==> src/rtl/sbpe_pkg.sv <==
// sbpe_pkg: shared constants, codes and controller/datapath link types
// for the swap-and-backtrack permutation enumerator; no dependencies
`timescale 1ns / 1ps

package sbpe_pkg;

  // list geometry
  localparam int MAX_ELEMENTS = 8;
  localparam int ELEMENT_BITS = 8;
  localparam int IDX_W        = (MAX_ELEMENTS > 1) ? $clog2(MAX_ELEMENTS) : 1;

  // fixed field widths
  localparam int OP_W   = 2;
  localparam int SLOT_W = 3;
  localparam int VAL_W  = 8;
  localparam int CNT_W  = 4;
  localparam int CUR_W  = 4;
  localparam int LANE_W = 8;
  localparam int WORD_W = 64;

  // operation codes
  localparam logic [OP_W-1:0] OP_LOAD    = 2'd0;
  localparam logic [OP_W-1:0] OP_RESTART = 2'd1;
  localparam logic [OP_W-1:0] OP_NEXT    = 2'd2;

  // result kinds loaded into the output register
  typedef logic [1:0] res_kind_t;
  localparam res_kind_t RES_STATUS  = 2'd0;
  localparam res_kind_t RES_RESTART = 2'd1;
  localparam res_kind_t RES_PERM    = 2'd2;
  localparam res_kind_t RES_END     = 2'd3;

  // controller to datapath commands
  typedef struct packed {
    logic      load_we;
    logic      swap_undo;
    logic      clear;
    logic      first;
    logic      step;
    logic      redo;
    logic      fail;
    logic      res_en;
    res_kind_t res;
  } sbpe_cmd_t;

  // datapath to controller status
  typedef struct packed {
    logic started;
    logic exhausted;
    logic level_zero;
    logic step_hit;
    logic out_free;
  } sbpe_sts_t;

endpackage

==> src/rtl/sbpe_if.sv <==
// sbpe_in_if / sbpe_out_if: valid/ready channels of the enumerator
// depends on sbpe_pkg for field widths
`timescale 1ns / 1ps

interface sbpe_in_if import sbpe_pkg::*; ();
  logic              valid;
  logic              ready;
  logic [OP_W-1:0]   operation;
  logic [SLOT_W-1:0] slot;
  logic [VAL_W-1:0]  value;

  modport source (output valid, operation, slot, value, input ready);
  modport sink   (input valid, operation, slot, value, output ready);
endinterface

interface sbpe_out_if import sbpe_pkg::*; ();
  logic              valid;
  logic              ready;
  logic [WORD_W-1:0] perm_word;
  logic              perm_valid;
  logic              finished;

  modport source (output valid, perm_word, perm_valid, finished, input ready);
  modport sink   (input valid, perm_word, perm_valid, finished, output ready);
endinterface

==> src/rtl/swap_backtrack_permutation_enumerator.sv <==
// swap_backtrack_permutation_enumerator: top level, channel wiring
// depends on sbpe_pkg, sbpe_if, sbpe_ctrl and sbpe_dpath
`timescale 1ns / 1ps

// Walks the orderings of a loaded list of up to MAX_ELEMENTS bytes in the
// order of the recursive swap-and-backtrack scheme, one leaf per next
// transaction, with one result transaction for every input transaction.
// The level stack is unwound and re-applied one swap per clock by a single
// swap unit on the element registers, so timing follows the stack depth:
// a load or no-op transaction puts its result in the output register at
// the accepting edge; the first next after a restart passes through the
// delivery state, a later next through the unwind steps, the forward swap
// and delivery, and a next after the end answers at the accepting edge; a
// restart undoes the applied swaps level by level, clears the stack and
// delivers. Writing the element count also restarts: the input stays
// not-ready after the write while the same unwind runs. A new transaction is
// taken once the block is back in its idle state, no count write is pending
// and the output register is empty or is being read in the same cycle.
module swap_backtrack_permutation_enumerator import sbpe_pkg::*; (
  input  logic             clk,
  input  logic             rst_n,
  input  logic             cfg_wr_en,
  input  logic [CNT_W-1:0] cfg_wr_data,
  sbpe_in_if.sink          in_ch,
  sbpe_out_if.source       out_ch
);

  sbpe_cmd_t cmd;
  sbpe_sts_t sts;
  logic      in_ready;
  logic      out_valid;

  // sequencer
  sbpe_ctrl u_ctrl (
    .clk          (clk),
    .rst_n        (rst_n),
    .cfg_wr_en    (cfg_wr_en),
    .in_valid     (in_ch.valid),
    .in_ready     (in_ready),
    .in_operation (in_ch.operation),
    .cmd          (cmd),
    .sts          (sts)
  );

  // store, level stack and output register
  sbpe_dpath u_dpath (
    .clk            (clk),
    .rst_n          (rst_n),
    .cfg_wr_en      (cfg_wr_en),
    .cfg_wr_data    (cfg_wr_data),
    .in_slot        (in_ch.slot),
    .in_value       (in_ch.value),
    .out_valid      (out_valid),
    .out_ready      (out_ch.ready),
    .out_perm_word  (out_ch.perm_word),
    .out_perm_valid (out_ch.perm_valid),
    .out_finished   (out_ch.finished),
    .cmd            (cmd),
    .sts            (sts)
  );

  assign in_ch.ready  = in_ready;
  assign out_ch.valid = out_valid;

endmodule

==> src/rtl/sbpe_dpath.sv <==
// sbpe_dpath: element store, level stack, one swap per cycle, output register
// depends on sbpe_pkg; driven by sbpe_ctrl commands
`timescale 1ns / 1ps

module sbpe_dpath import sbpe_pkg::*; (
  input  logic              clk,
  input  logic              rst_n,
  input  logic              cfg_wr_en,
  input  logic [CNT_W-1:0]  cfg_wr_data,
  input  logic [SLOT_W-1:0] in_slot,
  input  logic [VAL_W-1:0]  in_value,
  output logic              out_valid,
  input  logic              out_ready,
  output logic [WORD_W-1:0] out_perm_word,
  output logic              out_perm_valid,
  output logic              out_finished,
  input  sbpe_cmd_t         cmd,
  output sbpe_sts_t         sts
);

  logic [ELEMENT_BITS-1:0] store_r [MAX_ELEMENTS];
  logic [CUR_W-1:0]        cur_r   [MAX_ELEMENTS];
  logic [CUR_W-1:0]        cur_nxt [MAX_ELEMENTS];
  logic [CUR_W-1:0]        level_r, level_nxt;
  logic                    started_r, started_nxt;
  logic                    exhausted_r, exhausted_nxt;
  logic [CNT_W-1:0]        count_r, count_nxt;
  logic                    out_valid_r;
  logic [WORD_W-1:0]       out_word_r;
  logic                    out_perm_r;
  logic                    out_fin_r;

  logic [CUR_W-1:0]  n_use;
  logic [CUR_W-1:0]  a_lvl;
  logic [IDX_W-1:0]  idx_a;
  logic [IDX_W-1:0]  idx_b;
  logic [CUR_W-1:0]  cur_a;
  logic              b_ok;
  logic              do_swap;
  logic              load_hit;
  logic [CUR_W-1:0]  desc_from;
  logic              at_last;
  logic [WORD_W-1:0] packed_word;

  // elements in use, clamped to 1..MAX_ELEMENTS
  always_comb begin
    if (count_r == '0) begin
      n_use = CUR_W'(1);
    end else if (count_r > CNT_W'(MAX_ELEMENTS)) begin
      n_use = CUR_W'(MAX_ELEMENTS);
    end else begin
      n_use = CUR_W'(count_r);
    end
  end

  // swap operands: level s for the forward swap, s-1 while unwinding
  always_comb begin
    a_lvl    = cmd.redo ? level_r : (level_r - CUR_W'(1));
    idx_a    = a_lvl[IDX_W-1:0];
    cur_a    = cur_r[idx_a];
    b_ok     = (cur_a < CUR_W'(MAX_ELEMENTS));
    idx_b    = cur_a[IDX_W-1:0];
    do_swap  = (cmd.swap_undo | cmd.step | cmd.redo) & b_ok;
    load_hit = cmd.load_we & ({1'b0, in_slot} < (SLOT_W + 1)'(MAX_ELEMENTS));
  end

  // last leaf check and packed word, one lane per element
  always_comb begin
    at_last     = 1'b1;
    packed_word = '0;
    for (int k = 0; k < MAX_ELEMENTS; k++) begin
      if ((CUR_W'(k) + CUR_W'(1) < n_use) && (cur_r[k] != n_use - CUR_W'(1))) begin
        at_last = 1'b0;
      end
      if (CUR_W'(k) < n_use) begin
        packed_word[k*LANE_W +: LANE_W] = LANE_W'(store_r[k]);
      end
    end
  end

  // element store: load writes, swaps exchange two entries
  always_ff @(posedge clk) begin
    for (int k = 0; k < MAX_ELEMENTS; k++) begin
      if (load_hit && (in_slot[IDX_W-1:0] == IDX_W'(k))) begin
        store_r[k] <= in_value[ELEMENT_BITS-1:0];
      end else if (do_swap && (idx_a == IDX_W'(k))) begin
        store_r[k] <= store_r[idx_b];
      end else if (do_swap && (idx_b == IDX_W'(k))) begin
        store_r[k] <= store_r[idx_a];
      end
    end
  end

  // level stack next state
  always_comb begin
    cur_nxt       = cur_r;
    level_nxt     = level_r;
    started_nxt   = started_r;
    exhausted_nxt = exhausted_r;
    count_nxt     = cfg_wr_en ? cfg_wr_data : count_r;
    desc_from     = cmd.first ? '0 : (level_r + CUR_W'(1));

    if (cmd.clear) begin
      for (int k = 0; k < MAX_ELEMENTS; k++) begin
        cur_nxt[k] = '0;
      end
      level_nxt     = '0;
      started_nxt   = 1'b0;
      exhausted_nxt = 1'b0;
    end
    if (cmd.fail) begin
      level_nxt     = '0;
      started_nxt   = 1'b0;
      exhausted_nxt = 1'b1;
    end
    if (cmd.swap_undo) begin
      level_nxt = level_r - CUR_W'(1);
    end
    if (cmd.step) begin
      cur_nxt[idx_a] = cur_a + CUR_W'(1);
      level_nxt      = a_lvl;
    end
    // descend: each deeper level starts with its own position
    if (cmd.first || cmd.redo) begin
      for (int k = 0; k < MAX_ELEMENTS; k++) begin
        if ((CUR_W'(k) >= desc_from) && (CUR_W'(k) + CUR_W'(1) < n_use)) begin
          cur_nxt[k] = CUR_W'(k);
        end
      end
      level_nxt = n_use - CUR_W'(1);
      if (cmd.first) begin
        started_nxt = 1'b1;
      end
    end
    if (cmd.res_en && (cmd.res == RES_PERM)) begin
      exhausted_nxt = at_last;
    end
  end

  always_ff @(posedge clk) begin
    if (!rst_n) begin
      for (int k = 0; k < MAX_ELEMENTS; k++) begin
        cur_r[k] <= '0;
      end
      level_r     <= '0;
      started_r   <= 1'b0;
      exhausted_r <= 1'b0;
      count_r     <= CNT_W'(8);
    end else begin
      cur_r       <= cur_nxt;
      level_r     <= level_nxt;
      started_r   <= started_nxt;
      exhausted_r <= exhausted_nxt;
      count_r     <= count_nxt;
    end
  end

  // output register
  always_ff @(posedge clk) begin
    if (!rst_n) begin
      out_valid_r <= 1'b0;
    end else if (cmd.res_en) begin
      out_valid_r <= 1'b1;
    end else if (out_ready) begin
      out_valid_r <= 1'b0;
    end
  end

  always_ff @(posedge clk) begin
    if (cmd.res_en) begin
      case (cmd.res)
        RES_PERM: begin
          out_word_r <= packed_word;
          out_perm_r <= 1'b1;
          out_fin_r  <= at_last;
        end
        RES_END: begin
          out_word_r <= '0;
          out_perm_r <= 1'b0;
          out_fin_r  <= 1'b1;
        end
        RES_RESTART: begin
          out_word_r <= '0;
          out_perm_r <= 1'b0;
          out_fin_r  <= 1'b0;
        end
        default: begin
          out_word_r <= '0;
          out_perm_r <= 1'b0;
          out_fin_r  <= exhausted_r;
        end
      endcase
    end
  end

  assign out_valid      = out_valid_r;
  assign out_perm_word  = out_word_r;
  assign out_perm_valid = out_perm_r;
  assign out_finished   = out_fin_r;

  // status to the controller
  always_comb begin
    sts.started    = started_r;
    sts.exhausted  = exhausted_r;
    sts.level_zero = (level_r == '0);
    sts.step_hit   = ((cur_a + CUR_W'(1)) < n_use);
    sts.out_free   = !out_valid_r || out_ready;
  end

  // a permutation is only reported from a leaf
  a_perm_at_leaf: assert property (@(posedge clk) disable iff (!rst_n)
    (cmd.res_en && (cmd.res == RES_PERM)) |-> (level_r == n_use - CUR_W'(1)))
    else $error("permutation reported away from a leaf");

  // the level pointer stays within the stack
  a_level_range: assert property (@(posedge clk) disable iff (!rst_n)
    level_r < CUR_W'(MAX_ELEMENTS))
    else $error("level pointer beyond the stack");

  // an end result only after the enumeration is marked exhausted
  a_end_exhausted: assert property (@(posedge clk) disable iff (!rst_n)
    (cmd.res_en && (cmd.res == RES_END)) |-> exhausted_r)
    else $error("end result without exhausted state");

endmodule

==> src/rtl/sbpe_ctrl.sv <==
// sbpe_ctrl: sequencer for load, restart unwind and leaf advance
// depends on sbpe_pkg; commands sbpe_dpath
`timescale 1ns / 1ps

module sbpe_ctrl import sbpe_pkg::*; (
  input  logic            clk,
  input  logic            rst_n,
  input  logic            cfg_wr_en,
  input  logic            in_valid,
  output logic            in_ready,
  input  logic [OP_W-1:0] in_operation,
  output sbpe_cmd_t       cmd,
  input  sbpe_sts_t       sts
);

  localparam logic [2:0] S_IDLE = 3'd0;
  localparam logic [2:0] S_UNDO = 3'd1;
  localparam logic [2:0] S_STEP = 3'd2;
  localparam logic [2:0] S_REDO = 3'd3;
  localparam logic [2:0] S_DONE = 3'd4;

  logic [2:0] state_r, state_nxt;
  res_kind_t  res_kind_r, res_kind_nxt;
  logic       via_cfg_r, via_cfg_nxt;
  logic       cfg_pend_r, cfg_pend_nxt;
  logic       accept;

  // next-state and command decode
  always_comb begin
    state_nxt    = state_r;
    res_kind_nxt = res_kind_r;
    via_cfg_nxt  = via_cfg_r;
    cmd          = '0;
    in_ready     = (state_r == S_IDLE) && !cfg_pend_r && !cfg_wr_en && sts.out_free;
    accept       = in_valid && in_ready;
    // a count write restarts; it waits for the idle state
    cfg_pend_nxt = cfg_wr_en | (cfg_pend_r & (state_r != S_IDLE));

    case (state_r)
      S_IDLE: begin
        if (cfg_pend_r) begin
          state_nxt   = S_UNDO;
          via_cfg_nxt = 1'b1;
        end else if (accept) begin
          case (in_operation)
            OP_LOAD: begin
              cmd.load_we = 1'b1;
              cmd.res_en  = 1'b1;
              cmd.res     = RES_STATUS;
            end
            OP_RESTART: begin
              state_nxt   = S_UNDO;
              via_cfg_nxt = 1'b0;
            end
            OP_NEXT: begin
              if (sts.exhausted) begin
                cmd.res_en = 1'b1;
                cmd.res    = RES_END;
              end else if (!sts.started) begin
                cmd.first    = 1'b1;
                res_kind_nxt = RES_PERM;
                state_nxt    = S_DONE;
              end else begin
                state_nxt = S_STEP;
              end
            end
            default: begin
              cmd.res_en = 1'b1;
              cmd.res    = RES_STATUS;
            end
          endcase
        end
      end
      // undo applied swaps from the deepest level up, then clear
      S_UNDO: begin
        if (sts.started && !sts.level_zero) begin
          cmd.swap_undo = 1'b1;
        end else begin
          cmd.clear = 1'b1;
          if (via_cfg_r) begin
            state_nxt = S_IDLE;
          end else begin
            res_kind_nxt = RES_RESTART;
            state_nxt    = S_DONE;
          end
        end
      end
      // unwind one level: swap back and move its cursor on
      S_STEP: begin
        if (sts.level_zero) begin
          cmd.fail     = 1'b1;
          res_kind_nxt = RES_END;
          state_nxt    = S_DONE;
        end else begin
          cmd.step = 1'b1;
          if (sts.step_hit) begin
            state_nxt = S_REDO;
          end
        end
      end
      // apply the new swap and descend to the leaf
      S_REDO: begin
        cmd.redo     = 1'b1;
        res_kind_nxt = RES_PERM;
        state_nxt    = S_DONE;
      end
      S_DONE: begin
        if (sts.out_free) begin
          cmd.res_en = 1'b1;
          cmd.res    = res_kind_r;
          state_nxt  = S_IDLE;
        end
      end
      default: begin
        state_nxt = S_IDLE;
      end
    endcase
  end

  always_ff @(posedge clk) begin
    if (!rst_n) begin
      state_r    <= S_IDLE;
      res_kind_r <= RES_STATUS;
      via_cfg_r  <= 1'b0;
      cfg_pend_r <= 1'b0;
    end else begin
      state_r    <= state_nxt;
      res_kind_r <= res_kind_nxt;
      via_cfg_r  <= via_cfg_nxt;
      cfg_pend_r <= cfg_pend_nxt;
    end
  end

  // unwinding only happens inside a started enumeration
  a_step_started: assert property (@(posedge clk) disable iff (!rst_n)
    (state_r == S_STEP) |-> sts.started)
    else $error("unwind step outside an enumeration");

  // a result is never loaded over one that is still waiting
  a_res_free: assert property (@(posedge clk) disable iff (!rst_n)
    cmd.res_en |-> sts.out_free)
    else $error("result loaded into a full output register");

  // the forward swap is followed by delivery
  a_redo_done: assert property (@(posedge clk) disable iff (!rst_n)
    (state_r == S_REDO) |=> (state_r == S_DONE))
    else $error("forward swap not followed by delivery");

endmodule

==> src/flat_wrapper.sv <==
// flat-port wrapper written by rule: the top's interface ports become plain ports
module swap_backtrack_permutation_enumerator_flat import sbpe_pkg::*;
  (clk, rst_n, cfg_wr_en, cfg_wr_data, in_ch_valid, in_ch_operation, in_ch_slot, in_ch_value, in_ch_ready, out_ch_valid, out_ch_perm_word, out_ch_perm_valid, out_ch_finished, out_ch_ready);
  sbpe_in_if in_ch_i ();
  sbpe_out_if out_ch_i ();
  input  logic clk;
  input  logic rst_n;
  input  logic cfg_wr_en;
  input  logic [CNT_W-1:0] cfg_wr_data;
  input wire logic [$bits(in_ch_i.valid)-1:0] in_ch_valid;
  input wire logic [$bits(in_ch_i.operation)-1:0] in_ch_operation;
  input wire logic [$bits(in_ch_i.slot)-1:0] in_ch_slot;
  input wire logic [$bits(in_ch_i.value)-1:0] in_ch_value;
  output wire logic [$bits(in_ch_i.ready)-1:0] in_ch_ready;
  output wire logic [$bits(out_ch_i.valid)-1:0] out_ch_valid;
  output wire logic [$bits(out_ch_i.perm_word)-1:0] out_ch_perm_word;
  output wire logic [$bits(out_ch_i.perm_valid)-1:0] out_ch_perm_valid;
  output wire logic [$bits(out_ch_i.finished)-1:0] out_ch_finished;
  input wire logic [$bits(out_ch_i.ready)-1:0] out_ch_ready;
  assign in_ch_i.valid = in_ch_valid;
  assign in_ch_i.operation = in_ch_operation;
  assign in_ch_i.slot = in_ch_slot;
  assign in_ch_i.value = in_ch_value;
  assign in_ch_ready = in_ch_i.ready;
  assign out_ch_valid = out_ch_i.valid;
  assign out_ch_perm_word = out_ch_i.perm_word;
  assign out_ch_perm_valid = out_ch_i.perm_valid;
  assign out_ch_finished = out_ch_i.finished;
  assign out_ch_i.ready = out_ch_ready;
  swap_backtrack_permutation_enumerator u_core (.clk(clk), .rst_n(rst_n), .cfg_wr_en(cfg_wr_en), .cfg_wr_data(cfg_wr_data), .in_ch(in_ch_i), .out_ch(out_ch_i));
endmodule
==> config.mk <==
export PLATFORM = sky130hd
export DESIGN_NAME = swap_backtrack_permutation_enumerator_flat
export DESIGN_NICKNAME = d
export VERILOG_FILES = /design/src/rtl/sbpe_pkg.sv /design/src/rtl/sbpe_if.sv /design/src/rtl/swap_backtrack_permutation_enumerator.sv /design/src/rtl/sbpe_dpath.sv /design/src/rtl/sbpe_ctrl.sv /design/src/flat_wrapper.sv
export SDC_FILE = /design/constraint.sdc
export NUM_CORES = 1
export LEC_CHECK = 0
export BUFFER_PORTS_ARGS = -buffer_cell sky130_fd_sc_hd__buf_2
export CELL_PAD_IN_SITES_DETAIL_PLACEMENT = 0
export CELL_PAD_IN_SITES_GLOBAL_PLACEMENT = 2
export CORE_ASPECT_RATIO = 0.7
export CORE_UTILIZATION = 35
export DETAILED_ROUTE_END_ITERATION = 8
export GPL_ROUTABILITY_DRIVEN = 0
export PLACE_DENSITY = 0.76
export SYNTH_ARGS = -nofsm -noshare
export SYNTH_HDL_FRONTEND = slang
export SYNTH_SLANG_ARGS = --single-unit
==> constraint.sdc <==
create_clock -name clk -period 4.55 [get_ports clk]
set_input_delay 0.455 -clock clk [delete_from_list [all_inputs] [get_ports clk]]
set_output_delay 0.455 -clock clk [all_outputs]
set_load 0.01 [all_outputs]
# After elaboration in Yosys (flattened, before gate mapping)
# Memory sizes are Yosys's and may differ from the RTL's. A register that Yosys moved wholly into a read port is not among the register bits.
# Cells that the tools add are included.
[classes]
n_mul = 0
muxes = 180
shifts = 0
div = 0
bitwise = 22
n_addsub = 4
order_cmp = 22
reduce_logical = 87
eq_ne = 52
[op_table]
columns = ["cell", "count"]
rows = [
  ["$mux W8", 16],
  ["$mux W1", 110],
  ["$mux W32", 3],
  ["$mux W4", 20],
  ["$logic_and A1 B1 Y1", 47],
  ["$eq A3 B3 Y1 const B", 13],
  ["$mux W3", 13],
  ["$bwmux W32", 1],
  ["$ne A4 B4 Y1", 8],
  ["$eq A3 B2 Y1 const B", 8],
  ["$or A1 B1 Y1", 19],
  ["$mux W2", 9],
  ["$pmux W3 S2", 3],
  ["$reduce_and A2 Y1", 9],
  ["$ge A3 B4 Y1 const A", 4],
  ["$lt A3 B4 Y1 const A", 4],
  ["$ne A2 B2 Y1 const B", 8],
  ["$pmux W3 S5", 1],
  ["$bmux W4 S3", 1],
  ["$demux W4 S3", 1],
  ["$eq A3 B1 Y1 const B", 4],
  ["$logic_not A1 Y1", 12],
  ["$logic_not A3 Y1", 4],
  ["$reduce_and A9 Y1", 1],
  ["other kinds (32)", 48],
]
[totals]
latchBits = 0
ram_bits = 64
word_cells = 388
regBits = 52
out_inout_bits = 68
mem_count = 1
mem_bits_ro = 0
input_bits = 22
[memory_table]
columns = ["name", "depth", "width", "rd", "rd_ports_with_merged_regs", "wr", "line", "rtl"]
rows = [
  ["u_core.u_dpath.store_r", 8, 8, 10, 8, 8, "sbpe_dpath.sv:21", "logic [ELEMENT_BITS-1:0] store_r [MAX_ELEMENTS];"],
]

# Longest topological paths before layout
# Gate-level depths: netlist (run 1).
[logic_depth]
depth_word = 15
depth_mapped = 20
ltp_nobuf = 15

# Modules after synthesis
# Synthesis (run 1) repeated with hierarchy kept, for this count alone.
[unflattened]
hier_cells = 1016
hier_area_um2 = 10610.2
[modules_own_cells]
columns = ["mod", "cells_per_inst", "area_each_um2", "seq_area_each_um2", "n_inst"]
rows = [
  ["sbpe_dpath", 936, 9967.1, 4764.6, 1],
  ["sbpe_ctrl", 80, 643.1, 140.1, 1],
]

# Least setup slack after synthesis (run 1)
# Ideal clock, no wire load.
[synth_path]
path_kind = "register -> register"
startpoint = "register u_core.u_dpath.level_r[1]"
endpoint = "memory u_core.u_dpath.store_r[6][7] (data pin)"
synth_period_minus_slack_ps = 4437
setup_ps = 263
path_slack_ps = 113
arrival_time_ps = 4174
required_ps = 4287
n_path_buf = 7
path_stages_with_launch = 19
path_cell_list = "dfxtp_1 buf_2 clkbuf_1 inv_1 ha_1 buf_2 buf_2 mux2i_1 o21ai_0 mux4_2 nor2b_1 inv_2 clkbuf_1 clkbuf_1 ha_1 and4bb_1 buf_4 mux2i_1 a2111o_1"
[synth_lines]
columns = ["item", "line", "rtl"]
rows = [
  ["start: declaration", "sbpe_dpath.sv:24", "logic [CUR_W-1:0] level_r, level_nxt;"],
  ["start signal: assignment", "sbpe_dpath.sv:151", "level_r <= level_nxt;"],
  ["end: declaration", "sbpe_dpath.sv:21", ""],
]

# Worst setup path after layout (run 1)
[layout_path]
startpoint = "register u_core.u_ctrl.state_r[1]"
endpoint = "register u_core.u_ctrl.state_r[0]"
[layout_via]
elab_chain_len = 11
elab_cells_between_ends = 25
cone_classes = "add/sub (1); order compare (1); eq/ne (10); mux (6); bitwise (1); reduce/logical (6)"
[layout_rtl]
columns = ["item", "line", "rtl"]
rows = [
  ["start: declaration", "sbpe_ctrl.sv:22", "logic [2:0] state_r, state_nxt;"],
  ["start signal: assignment", "sbpe_ctrl.sv:127", "state_r <= state_nxt;"],
  ["$eq A3 B2 Y1", "sbpe_ctrl.sv:39", "case (state_r)"],
  ["$mux W1", "sbpe_ctrl.sv:39", ""],
  ["$mux W4", "sbpe_dpath.sv:58", "a_lvl = cmd.redo ? level_r : (level_r - CUR_W'(1));"],
  ["$not A3 Y4 (implied by the code)", "sbpe_dpath.sv:60", "cur_a = cur_r[idx_a];"],
  ["$bmux W4 S3", "sbpe_dpath.sv:60", ""],
  ["$mux W4 (implied by the code) (2 in a row)", "sbpe_dpath.sv:60", ""],
  ["$add A4 B1 Y4", "sbpe_dpath.sv:206", "sts.step_hit = ((cur_a + CUR_W'(1)) < n_use);"],
  ["$lt A4 B4 Y1", "sbpe_dpath.sv:206", ""],
  ["$ne A3 B2 Y1 (no source line)", "-", ""],
  ["$reduce_and A6 Y1 (no source line)", "-", ""],
]
# Parallel ways exist; a longest one is shown, timed or not. The select of a mux whose other input is x is not followed.
# A chain may end at the register's enable or synchronous reset.

==> results list, run 1 <==
* Final Hold Viols: 0
- Synth warnings: 0
- Crit. End Element: flop
* Clock tree root driver cell: clkbuf_16
- Dominant register cell in the synthesized netlist: edfxtp_1
- Sorting the synthesized cells by area gives the leading types as edfxtp_1 (32%), mux2i_1 (8.7%), dfxtp_1 (8.2%), nand2_1 (4.2%), o22ai_1 (4.1%).
* Clock Pin Slew Worst Setup and Hold Paths: 0.08 ns
- After the last flow step, the layout net total stands at 1464.
- Dividing total power by cell area gives a power density of 282 mW/mm^2.
* Number of clock buffers inserted by TritonCTS: 17
- Fmax: 239 MHz
- From bottom edge to top edge, the die measures 158 microns.
- In this run the number of H-tree levels came out at 4.
- Area leader, netlist: edfxtp_1
- Max-cap viol count: 0
* Number of synthesized register bits: 180
- The clock period could shrink to 4.18 ns.
- Worst path arrival time: 4.54 ns
* Buffers from clock root to sink, at most: 2
- Counting every net in the synthesized netlist gives 1362.
- Yosys mapped the design onto 80 distinct sky130hd cell types.
* WL per Instance: 28.4 microns
* Required @ worst endpoint: 4.91 ns
* Fraction of synthesized cell area taken by the top area cell type: 32.0%
- After Yosys synthesis, and, or, nand and nor cells account for 22.0% of the synthesized area.
* Number of gates resized after CTS: 0
* Portion of the clock cycle consumed by the worst path in the final layout: 91.9%
- The number of antenna diodes in the final layout is 0.
- Synthesized-area fraction occupied by ao, oa, aoi and oai cells: 20.6%
* Number of ports placed on the die boundary: 90
* Transition time of the tightest slew-check pin: 1.22 ns
- Vias: 12.0k
- Across the VDD grid, the largest voltage drop is 0.277 mV.
- The analysis attributes to cell leakage a power of 0.00545 uW.
* Reg area: 0.00490 sq mm
- The via count of the first global-routing pass is 10.9k.
- In the final layout, the multi-input gates occupy 0.00682 sq mm.
- Dominant combinational cell family by area after synthesis: simple AND/OR/NAND/NOR gates
* Worst slew margin relative to its limit: 18.9%
* Std-Cell Rows: 56
- In this run, the number of DRC markers left after iteration 0 of detailed routing was 1720.
* Maximum clock skew at final layout: 0.0147 ns
* Remaining number of nets flagged by the antenna check after routing: 0
* Global-route congestion overflow total: 0
- For this run, the total global-route usage over all layers was measured as 30.2%.
- Sequential share of the synthesized area: 40.2%
* TritonCTS clock tree: yes
* Post-DR vias/cell: 6.30
- Each instance of the synthesized netlist takes up on average 9.24 sq um.
- Maximum number of pins on one net before global-route repair: 68
- Utilization after layout: 41.6%
- After detailed routing, the total wire length is 54.0 mm.
- During placement, the flow inserted port buffers numbering 89.
* Adder and majority cell fraction of the synthesized area: 1.84%
- Compared with the post-synthesis result, the final layout area differs by 15.5%.
- Tightest Hold Check Type: input pin to flop
* Number of antenna violations at the first check in global routing: 0
* Detailed placer's ending HPWL: 39.7 mm
- Number of enable flip-flop cells after synthesis: 130
* Mapped Cells: 1322
- Post-CTS Hold Fix Bufs: 0
- Of all nets on the critical path, the largest fanout is 37.
* Mux share of post-synthesis cell area: 9.91%
- The run finished with clean final reports.
- Fill cell total of the finished layout: 3424
* Setup TNS: 0 ns
* Setup repair after global routing missed its margin: no
- Clock insertion delay at the later pin of the skew report: 0.47 ns
- Wire length of the first global-routing pass: 77.1 mm
- Width of the die: 225 microns
* Sink count of the clock tree: 180
* Share of async-settable or async-resettable flops after synthesis: 0%
- Final routed DRC violation total: 0
- In this run the post-CTS setup repair buffer count came out at 0.
* Fraction of final layout cells sized beyond drive strength 1: 15.7%
* Parity-gate share of the synthesized area counting xor and xnor cells: 1.43%
- The worst setup path is launched from a flop.
* Syn Std Cell Area: 0.0122 sq mm
- The initial utilization of the core area, before any placement, comes to 36.0%.
* Power after layout: 3980 uW
* WS Path Type: flop to flop
* Setup-violating endpoint count in the final report: 0
- DRT Pass-1 Iters: 7
- The max-slew violation count came to 0.
- Std-Cell Core Area: 0.0339 sq mm
- Die footprint: 0.0357 sq mm
-- cell usage after synthesis, types with 14 or more instances --
| master | count |
|---|---|
| nand2b_1 | 36 |
| nand2_1 | 138 |
| or3_1 | 36 |
| a31oi_1 | 26 |
| buf_1 | 14 |
| dfxtp_1 | 50 |
| and3_1 | 37 |
| a21oi_1 | 55 |
| nor3_1 | 16 |
| nor2_1 | 78 |
| nand3_1 | 62 |
| and2_1 | 54 |
| mux2i_1 | 106 |
| o22ai_1 | 81 |
| a21o_1 | 16 |
| edfxtp_1 | 130 |
| a221oi_1 | 19 |
| nor2b_1 | 18 |
| o21ai_0 | 15 |
| o211ai_1 | 21 |
| buf_2 | 22 |
| clkbuf_1 | 44 |
| ha_1 | 18 |
| inv_1 | 25 |
-- registers in the layout (all words and copies together) (netlist names), 2 cells and up --
signal and count:
u_core.u_dpath.cur_r 32, u_core.u_dpath.count_r 4, u_core.u_dpath.level_r 4, u_core.u_dpath.store_r 64, u_core.u_ctrl.state_r 3, u_core.u_dpath.out_perm_word 64
u_core.u_ctrl.res_kind_r 2
-- layout make-up --
cell class	instances	area share, %
clock inverter	15	1.33
tap	464	4.12
inverter	30	0.816
clock buffer	17	3.02
timing repair buffer	169	7.59
sequential	180	34.8
multi-input combinational	1026	48.4
-- cells in the final DEF, fill, tap and decap left out, types with 6 or more instances in the layout --
cell and instances:
nand2_1 138, a211o_1 9, a21o_1 16, nor3_1 16
buf_2 89, o211ai_1 21, and2_1 54, edfxtp_1 130
a21oi_1 55, a211oi_1 6, o221ai_1 10, xnor2_1 9
o2111ai_1 9, nand2b_1 36, nand3_1 62, a31oi_1 26
o21ai_0 15, mux2i_1 106, inv_1 25, o22ai_1 81
nor2b_1 18, a221oi_1 19, or3_1 36, nor4_1 8
a2111o_1 8, ha_1 18, and3_1 37, xor2_1 11
a2bb2oi_1 12, nand3b_1 10, clkbuf_16 17, nor2_1 78
a22oi_1 10, o311ai_1 7, buf_4 78, dfxtp_1 50
o31ai_1 7
-- worst max-delay path, stage by stage (launching register included) --
cell and delay [ns]:
dfxtp_1 0.48, nand3b_4 0.16, buf_4 0.27, a2111oi_0 0.74
a211oi_1 0.14, nor2b_1 0.39, inv_2 0.19, nor4_1 0.31
buf_4 0.18, nand2b_1 0.26, inv_1 0.12, ha_1 0.31
o2111ai_1 0.11, nand3_1 0.13, o21ai_0 0.09, a22o_1 0.20
-- metal layers --
| metal | vias up | wire length [microns] | share of wire (%) | track usage, % |
|---|---|---|---|---|
| met5 | - | 80 | 0.15 | 1.68 |
| met4 | 2 | 1210 | 2.2 | 7.81 |
| met3 | 114 | 8090 | 15 | 13.3 |
| met2 | 864 | 19300 | 36 | 37.5 |
| met1 | 5737 | 25300 | 47 | 45.5 |
| li1 | 5267 | - | - | - |
-- power breakdown --
group / internal, uW / total, uW / switching, uW / leakage (uW)
logic: 192 / 595 / 404 / 0.00349
clock network: 757 / 1570 / 818 / 0.000295
registers: 1790 / 1810 / 22.7 / 0.00167
-- logic make-up after synthesis --
group / Yosys count
compound gates: 352
xor+xnor: 20
fa+ha+maj: 18
buf+inv: 116
flops: 180
mux: 116
simple gates: 520
-- final timing paths --
kind	endpoint	slack [ns]	cells after the start	startpoint
max reg2reg	u_core.u_ctrl.state_r[0]	0.37	15	u_core.u_ctrl.state_r[1]
min	u_core.u_dpath.count_r[3]	0.21	3	cfg_wr_data[3]
min reg2reg	u_core.u_ctrl.res_kind_r[1]	0.50	2	u_core.u_ctrl.res_kind_r[1]
max	u_core.u_ctrl.state_r[0]	0.37	15	u_core.u_ctrl.state_r[1]
-- through the flow --
step / area, sq um / hold WS [ns] / setup WS [ns] / cells
floorplan: 12200 / 0.461 / 0.113 / 1322
global placement: 13500 / 0.487 / 0.475 / 1869
detailed placement: 13500 / 0.491 / 0.406 / 1869
CTS: 14100 / 0.193 / 0.400 / 1901
global route: 14100 / 0.196 / 0.238 / 1901
finish: 14100 / 0.212 / 0.371 / 1901
(Power assumes the default switching activity.)
==> inputs of run 2 (changes only) <==
CORE_ASPECT_RATIO = default   (was 0.7)
==> run 2 against run 1 <==
  * Sequential power about the same
  * Non-clock buffer count decreased by 3
  * Worst setup slack got worse by 0.025 ns
  * Total power decreased by 1.4%
  * Clock skew about the same
  * Cell area decreased by 0.36%
  * Sequential share of layout area increased by 0.12 points
  * Critical path type unchanged
  * Critical endpoint is now u_core.u_dpath.store_r[0][6]
  * Highest routed layer is now met4
==> results list, run 2 (synthesis gave the netlist of run 1 again) <==
* Number of global-route vias before repair: 11.2k (+2.4%)
* Leading cell type in the layout, fill and taps excluded: nand2_1
- P per Cell Area: 279 mW/mm^2 (-1.1%)
- The post-route fraction of the period consumed by the critical path came to 92.4% (+0.56 points).
- Maximum number of pins on one net before global-route repair: 68 (unchanged)
* Hold-critical path depth: 3 (unchanged)
- The final worst setup slack is 0.345 ns (-0.0254 ns).
* Max-slew violation total from the final report: 0 (unchanged)
- The maximum count of clock buffers along a single path came to 2 (unchanged).
- The effective utilization at floorplan came to 35.4% (-0.57 points).
- Maximum clock skew at final layout: 0.0152 ns (+0.000482 ns)
- Tightest Hold Check Type: input pin to flop
- Count of cell instances traversed by the critical path: 12 (-3)
* Post-CTS Setup Bufs: 0 (unchanged)
* Crit. End Element: flop
- The time the final worst path needs with I/O delays and setup came to 4.20 ns (+0.0254 ns).
* Required @ worst endpoint: 4.71 ns (-0.20 ns)
* Remaining number of nets flagged by the antenna check after routing: 0 (unchanged)
* Setup TNS: 0 ns (unchanged)
- Std-Cell Core Area: 0.0345 sq mm (+1.6%)
- Final routed DRC violation total: 0 (unchanged)
- Power after layout: 3930 uW (-1.4%)
- WL per Instance: 27.4 microns (-3.5%)
* Critical Path Fanout Max: 36 (-2.7%)
- The width of the die came to 189 microns (-16%).
- In the layout the commonest cells are nand2_1 (138), edfxtp_1 (130), mux2i_1 (106).
- Fmax: 238 MHz (-0.60%)
* TritonCTS clock tree: yes
- The signal on the critical path passes through inv_1 > ha_1 > and2_1 > a2bb2oi_1 > buf_4 > o221ai_1 > o22ai_4 > buf_12 > a21oi_2 > and3_1 > mux2i_1 > or3_1.
- The depth of the most critical reg-to-reg path came to 12 (-3).
- The critical path data arrival time was 4.37 ns (-0.17 ns).
* Worst hold-check slack: 0.233 ns (+0.0214 ns)
- The detailed placer's ending HPWL is 38.1 mm (-4.1%).
* Fraction of final layout cells sized beyond drive strength 1: 15.5% (-0.25 points)
- The pre-CTS setup slack is 0.416 ns (+0.00989 ns).
- The number of setup violations in the final report is 0 (unchanged).
- From synthesis to final layout, the design area changed by 15.1%.
- Wire length of the first global-routing pass: 76.4 mm (-0.88%)
* Fill cell total of the finished layout: 3434 (+0.29%)
- The slowest stage of the critical path belongs to the cell and3_1.
- Max-cap viol count: 0 (unchanged)
- Static Leak: 0.00543 uW (-0.45%)
- WS Path Type: flop to flop
- Number of clock buffers inserted by TritonCTS: 17 (unchanged)
* Post-CTS Hold Fix Bufs: 0 (unchanged)
* Transition time of the tightest slew-check pin: 1.08 ns (-0.133 ns)
* Max H-tree Level: 4 (unchanged)
- The peak supply drop came to 0.235 mV (-15%).
- The initial antenna violation count is 0 (unchanged).
- Result of the run: completed
* Post-detailed-routing wire length: 51.7 mm (-4.1%)
- Number of placed cells counting well taps: 1857 (-0.64%)
* Number of ports placed on the die boundary: 90 (unchanged)
- The sink count of the clock tree came to 180 (unchanged).
- Clock tree synthesis selected as its root buffer the cell clkbuf_16.
- The via total after detailed routing is 11.8k (-1.1%).
- The post-layout instance count excluding filler cells was 1889 (-0.63%).
- DRT Pass-1 Iters: 6 (-1)
- The final global-route overflow total came to 0 (unchanged).
- The count of standard-cell rows was 68 (+21%).
* Die footprint: 0.0356 sq mm (about the same)
- CP Buf/Inv Count: 3 (-1)
- The number of gates resized after cts was 0 (unchanged).
* Crit path largest cell delay: 0.66 ns (-0.08 ns)
- The number of nets in the layout is 1461 (-0.20%).
* Setup repair after global routing missed its margin: no
- The antenna diode count came to 0 (unchanged).
* Clock insertion delay at the later pin of the skew report: 0.45 ns (-0.02 ns)
* Die Ht: 189 microns (+19%)
- STA classifies the critical path startpoint as a flop.
- The count of buffers from port buffering is 89 (unchanged).
- The routed via count divided by cell count came to 6.27 (-0.51%).
* All-Layer GR Usage: 29.0% (-1.2 points)
- The hold violation count in the final report was 0 (unchanged).
- The number of DRC markers after the initial detailed-route iteration was 1724 (+0.23%).
- Clock Pin Slew Worst Setup and Hold Paths: 0.08 ns (about the same)
* Worst slew margin relative to its limit: 26.9% (+8.0 points)
* Cell family with most CP delay: simple AND/OR/NAND/NOR gates
[run 2: cell types whose count changed in the layout (fill, tap and decap cells not counted)]
cell       change
inv_12         -3
inv_6          +3
buf_4          -2
inv_8          -2
buf_12         -1
bufinv_16      +1
clkbuf_1       +1
clkinv_4       -1
clkinv_8       +1
[run 2: worst paths after layout]
kind	from	to	slack (ns)
setup / recovery	u_core.u_dpath.level_r[0]	u_core.u_dpath.store_r[0][6]	0.35
hold / removal	cfg_wr_data[3]	u_core.u_dpath.count_r[3]	0.23
setup reg to reg	u_core.u_dpath.level_r[0]	u_core.u_dpath.store_r[0][6]	0.35
hold reg to reg	u_core.u_ctrl.res_kind_r[1]	u_core.u_ctrl.res_kind_r[1]	0.51
[run 2: power breakdown]
| part | switching, uW | total (uW) | internal, uW |
|---|---|---|---|
| logic | 372 | 559 | 187 |
| registers | 22.2 | 1810 | 1790 |
| clock network | 761 | 1550 | 793 |
| total | 1150 | 3930 | 2770 |
[run 2: metrics by stage]
| step | area (sq um) | util [%] |
|---|---|---|
| floorplan | 12200 | - |
| finish | 14100 | 40.8 |
| global route | 14100 | 40.8 |
| global placement | 13400 | 39.0 |
| CTS | 14100 | 40.8 |
| detailed placement | 13400 | 39.0 |
[run 2: worst min-delay path: cells and delay by family]
family,cells,cell delay (ns)
buffers and inverters,1,0.07
and+or+nand+nor,1,0.04
AOI/OAI and AO/OA,1,0.07
[run 2: layout make-up]
cell class	instances	area (sq um)	share of cell area, %
clock buffers	18	429	3.05
flip-flops and latches	180	4900	34.9
clock inverters	14	180	1.28
repair buffers	166	1040	7.37
multi-input cells	1026	6820	48.5
well taps	455	569	4.05
inverters	30	115	0.819
[run 2: layer usage]
layer	global-route usage [%]	part of all wire (%)
met3	7.60	11
met1	42.4	45
met4	11.8	4.2
met2	40.0	40
met5	0	0
